### src/design/tch_pkg.sv
// ----------------------------------------------------------------------------
// tch_pkg: shared constants and types for the tilt-compensated heading block
// Angle formats, CORDIC constants and the arctangent table.
// ----------------------------------------------------------------------------
package tch_pkg;

   localparam int CORDIC_STAGES = 16;
   localparam int STAGES_USED   = (CORDIC_STAGES > 24) ? 24 : CORDIC_STAGES;

   localparam int ANG_W   = 28;   // degree * 2^16, covers +-2^27
   localparam int SC_W    = 27;   // Q24 sine / cosine with CORDIC growth
   localparam int VEC_W   = 48;   // horizontal vector, Q24 * 16-bit counts
   localparam int DECL_W  = 13;
   localparam int HEAD_W  = 16;
   localparam int STAGE_W = 5;

   localparam logic signed [16:0] HALF_TURN    = 17'sd23040;
   localparam logic signed [16:0] FULL_TURN    = 17'sd46080;
   localparam logic signed [16:0] QUARTER_TURN = 17'sd11520;
   localparam logic signed [SC_W-1:0] GAIN_Q24 = 27'sd10187014;
   localparam logic signed [ANG_W-1:0] HALF_TURN_FINE = 28'sd11796480;
   localparam logic signed [DECL_W-1:0] DECL_RESET = 13'sd1408;

   typedef logic signed [SC_W-1:0]  sc_type;
   typedef logic signed [ANG_W-1:0] ang_type;
   typedef logic signed [VEC_W-1:0] vec_type;

   // Both rotations of one item travel together through the first cell row.
   typedef struct packed {
      sc_type  px;
      sc_type  py;
      ang_type pz;
      logic    pneg;
      sc_type  rx;
      sc_type  ry;
      ang_type rz;
      logic    rneg;
      logic signed [15:0] fx;
      logic signed [15:0] fy;
      logic signed [15:0] fz;
   } rot_type;

   typedef struct packed {
      vec_type x;
      vec_type y;
      ang_type z;
      logic    zero;
   } vecc_type;

   function automatic ang_type atan_entry(input logic [STAGE_W-1:0] i);
      case (i)
         5'd0:  atan_entry = 28'sd2949120;
         5'd1:  atan_entry = 28'sd1740967;
         5'd2:  atan_entry = 28'sd919879;
         5'd3:  atan_entry = 28'sd466945;
         5'd4:  atan_entry = 28'sd234379;
         5'd5:  atan_entry = 28'sd117304;
         5'd6:  atan_entry = 28'sd58666;
         5'd7:  atan_entry = 28'sd29335;
         5'd8:  atan_entry = 28'sd14668;
         5'd9:  atan_entry = 28'sd7334;
         5'd10: atan_entry = 28'sd3667;
         5'd11: atan_entry = 28'sd1833;
         5'd12: atan_entry = 28'sd917;
         5'd13: atan_entry = 28'sd458;
         5'd14: atan_entry = 28'sd229;
         5'd15: atan_entry = 28'sd115;
         5'd16: atan_entry = 28'sd57;
         5'd17: atan_entry = 28'sd29;
         5'd18: atan_entry = 28'sd14;
         5'd19: atan_entry = 28'sd7;
         5'd20: atan_entry = 28'sd4;
         5'd21: atan_entry = 28'sd2;
         5'd22: atan_entry = 28'sd1;
         default: atan_entry = 28'sd0;
      endcase
   endfunction

endpackage

### src/design/tch_rot_cell.sv
// ----------------------------------------------------------------------------
// tch_rot_cell: one CORDIC rotation step for pitch and roll
// Applies micro-rotation I to both angle paths and registers the result.
// ----------------------------------------------------------------------------
module tch_rot_cell (
   input  logic                               clock,
   input  logic                               enable,
   input  logic [tch_pkg::STAGE_W-1:0]        stage,
   input  tch_pkg::rot_type                   in_data,
   output tch_pkg::rot_type                   out_data
);

   tch_pkg::rot_type data_ff, data_in;
   tch_pkg::ang_type step;

   always_comb begin
      step    = tch_pkg::atan_entry(stage);
      data_in = in_data;
      if (!in_data.pz[tch_pkg::ANG_W-1]) begin
         data_in.px = in_data.px - (in_data.py >>> stage);
         data_in.py = in_data.py + (in_data.px >>> stage);
         data_in.pz = in_data.pz - step;
      end else begin
         data_in.px = in_data.px + (in_data.py >>> stage);
         data_in.py = in_data.py - (in_data.px >>> stage);
         data_in.pz = in_data.pz + step;
      end
      if (!in_data.rz[tch_pkg::ANG_W-1]) begin
         data_in.rx = in_data.rx - (in_data.ry >>> stage);
         data_in.ry = in_data.ry + (in_data.rx >>> stage);
         data_in.rz = in_data.rz - step;
      end else begin
         data_in.rx = in_data.rx + (in_data.ry >>> stage);
         data_in.ry = in_data.ry - (in_data.rx >>> stage);
         data_in.rz = in_data.rz + step;
      end
   end

   always_ff @(posedge clock) begin
      if (enable) begin
         data_ff <= data_in;
      end
   end

   assign out_data = data_ff;

endmodule

### config.mk
export PLATFORM = sky130hd
export DESIGN_NAME = tch_rot_cell
export DESIGN_NICKNAME = d
export VERILOG_FILES = /design/src/design/tch_pkg.sv /design/src/design/tch_rot_cell.sv
export SDC_FILE = /design/constraint.sdc
export NUM_CORES = 1
export LEC_CHECK = 0
export ABC_AREA = 1
export BUFFER_PORTS_ARGS = -buffer_cell sky130_fd_sc_hd__buf_2
export CORE_ASPECT_RATIO = 1.5
export CORE_MARGIN = 2
export CORE_UTILIZATION = 53
export CTS_CLUSTER_SIZE = 8
export DETAILED_ROUTE_END_ITERATION = 10
export PLACE_DENSITY_LB_ADDON = 0.1
export SLEW_MARGIN = 20
export SYNTH_ARGS = -nofsm -noshare
export SYNTH_HDL_FRONTEND = slang
export SYNTH_SLANG_ARGS = --single-unit
### constraint.sdc
create_clock -name clock -period 4.7 [get_ports clock]
set_input_delay 0.94 -clock clock [delete_from_list [all_inputs] [get_ports clock]]
set_output_delay 0.94 -clock clock [all_outputs]
set_load 0.02 [all_outputs]
==> run_results.csv <==
group,metric,value,unit
timing,setup_tns,0,ns
floorplanning,die_w,179.2,um
grt,grt_usage,36.58,%
synthesis,synthesis.area,0.02441,mm^2
synthesis,async_flop_share,0,%
timing,tightest_slew,0.9710,ns
timing,setup_viol,0,
routing,wl_per_cell,16.94,um
floorplanning,start_util,53.47,%
placement,hpwlAfterDp,73620,um
grt,grt-busiest-layer,"met2",
critical_path,cpMostUsedCell,"nand2_1",
critical_path,cp-start-kind,"primary input",
routing,drc_errors,0,
synthesis,syn_nets,4114,
power,vdd_drop_max,0.3556,mV
synthesis,synth-main-ff-cell,"edfxtp_1",
hold_path,worst_hold_path.endpoint,"out_data[20]",
critical_path,crit_path_max_incr_delay,0.31,ns
critical_path,critical_path_class,"in2reg",
grt,grt_util_met3,5.071,%
critical_path,critPathMaxFanout,29,
routing,postRouteAntennaNets,0,
final_layout,syn2layout_area_growth,38.03,%
final_layout,drive_gt1_share,28.35,%
power,power_density,317.7,mW/mm^2
routing,num_vias,29580,
power,leakagePower,17.59,nW
floorplanning,dieArea,0.04782,mm^2
final_layout,fill_cells,3947,
critical_path,crit_arrival,4.78,ns
routing,wirelength,91670,um
grt,grt_first_pass_wirelength,139100,um
grt,grt_pass1_vias,28310,
grt,grt_max_degree,120,
hold_path,min_path_type,"in2reg",
critical_path,cp.required,5.03,ns
timing,fmax,224.5,MHz
placement,pre_cts_ws,-0.5143,ns
timing,min_period,4.455,ns
floorplanning,core-area,0.04564,mm^2
placement,numPortBuffers,434,
synthesis,synth_edf_count,214,
flow_run,maxCapViolations,0,
clocking,cts_tree,"yes",
routing,initialDrtViolationCount,2027,
hold_path,hold_depth,1,
routing,viasPerCell,5.468,
timing,worst_slack,0.2449,ns
grt,use_met1,39.81,%
synthesis,yosysWarnings,0,
final_layout,final_nets,5224,
clocking,htree_levels,1,
clocking,cts_buffers,30,
synthesis,ys_ff_latch,214,
critical_path,crit_path_end_kind,"register",
floorplanning,core.rowCount,96,
timing,slew_headroom,35.27,%
timing,min_period_over_period,94.79,%
grt,grt_overflow_total,0,
synthesis,avgSynthCellArea,6.587,um^2
critical_path,critPathBufInv,5,
clocking,cts_root_buf,"clkbuf_16",
synthesis,synth_cell_types,52,
synthesis,synthCells,3705,
critical_path,slowest_stage,"or2_2",
status,status,"completed",
grt,antenna_found_initial,9,
clocking,clock_path_buffers,3,
floorplanning,dieHeight,266.8,um
routing,first_pass_iters,8,
final_layout,largest_reg_flops,214,
grt,met2_usage,67.44,%
floorplanning,boundaryPins,435,
clocking,cts.sinks,214,
synthesis,yosysSeqAreaShare,26.33,%
placement,place.gp.congestion,0.9750,
clocking,clkTransAtPathRegs,0.06,ns
critical_path,critical_path.top_delay_family,"simple AND/OR/NAND/NOR gates",
timing,rsz0062_at_grt,"true",
hold_path,hold_start,"in_data[20]",
timing,hold_viol_final,0,
timing,drv_slew,0,
==> synth_stat cells, types with 24 or more instances <==
| master | count | area, um^2 |
|---|---|---|
| a21oi_1 | 209 | 1046 |
| buf_1 | 26 | 97.59 |
| buf_2 | 56 | 280.3 |
| clkbuf_1 | 27 | 101.4 |
| edfxtp_1 | 214 | 6426 |
| ha_1 | 182 | 2277 |
| inv_1 | 272 | 1021 |
| inv_2 | 30 | 112.6 |
| nand2_1 | 1244 | 4669 |
| nand3_1 | 519 | 2597 |
| nand4_1 | 30 | 187.7 |
| nor2_1 | 262 | 983.4 |
| o21ai_0 | 170 | 850.8 |
| o21ai_1 | 24 | 120.1 |
| xnor2_1 | 94 | 823.3 |
| xor2_1 | 122 | 1069 |
==> timing repair <==
item,in CTS,in global routing
setup buffers,0,6
gates resized for setup,0,57
hold buffers,0,0
endpoints found under the setup margin,0,49
==> per-layer routing <==
layer  wire length [um]  share of wire (%)
met5                 43              0.047
met4               5530                6.0
met3               6408                7.0
met2              45840                 50
met1              33850                 37
==> where the power goes <==
group | total (mW) | switching [mW] | internal (mW)
combinational | 5.93 | 3.33 | 2.60
sequential | 2.84 | 0.129 | 2.71
clock | 1.93 | 0.799 | 1.13
total | 10.7 | 4.26 | 6.44
==> kinds of logic after synthesis <==
group / after synthesis / share of synthesized area [%]
simple gates: 2139 / 36.91
compound gates: 509 / 11.58
buf+inv: 439 / 7.608
xor+xnor: 216 / 7.751
flops: 214 / 26.33
fa+ha+maj: 188 / 9.823
==> cell type report <==
cell class                      instances  area, um^2  share of cell area (%)
Multi-Input combinational cell       3052       16300                   48.38
Inverter                              306        1154                   3.424
Timing Repair Buffer                 1211        8277                   24.57
Clock buffer                           31       775.7                   2.303
Sequential cell                       214        6426                   19.08
Tap cell                              588       735.7                   2.184
Clock inverter                          1       3.754                 0.01114
Antenna cell                            7       17.52                 0.05200
==> how the worst max path moves through the flow <==
stage | startpoint | to | slack, ns | cells past startpoint
2_1_floorplan | stage[1] | out_data[151] | 0.08 | 28
3_3_place_gp | stage[0] | out_data[151] | -0.36 | 27
3_5_place_dp | stage[0] | out_data[210] | -0.51 | 26
4_1_cts | stage[0] | out_data[210] | 0.09 | 26
5_1_grt | stage[0] | out_data[210] | -0.03 | 26
6_report | stage[0] | out_data[211] | 0.24 | 27
==> per-stage QoR <==
stage               instances  hold WS (ns)  power (mW)  instance area [um^2]  utilization [%]
floorplan                3705         1.039       6.024                 24410                -
global placement         5364         1.116       8.514                 32640            71.52
detailed placement       5364         1.118       8.621                 32640            71.52
CTS                      5396        0.5093       10.61                 33420            73.22
global route             5406        0.5185       11.36                 33680            73.79
finish                   5410        0.5339       10.70                 33690            73.81
==> cells in the final DEF, fill, tap and decap left out, drive strengths merged, types with 4 or more instances in the layout <==
cell       n
o211ai    10
nand2   1253
inv      301
nand3    520
ha       182
xor2     122
nand3b    19
o21a       7
nor4       8
a31oi     21
or2        4
a21boi     7
fa         6
o21bai    16
edfxtp   214
nor3      13
clkbuf    32
xnor2     94
a21oi    214
nand4     31
a21o      12
o31ai      5
diode      7
clkinv     6
buf     1210
o21ai    203
nor2     287
Power figures use the tool's default switching activity.
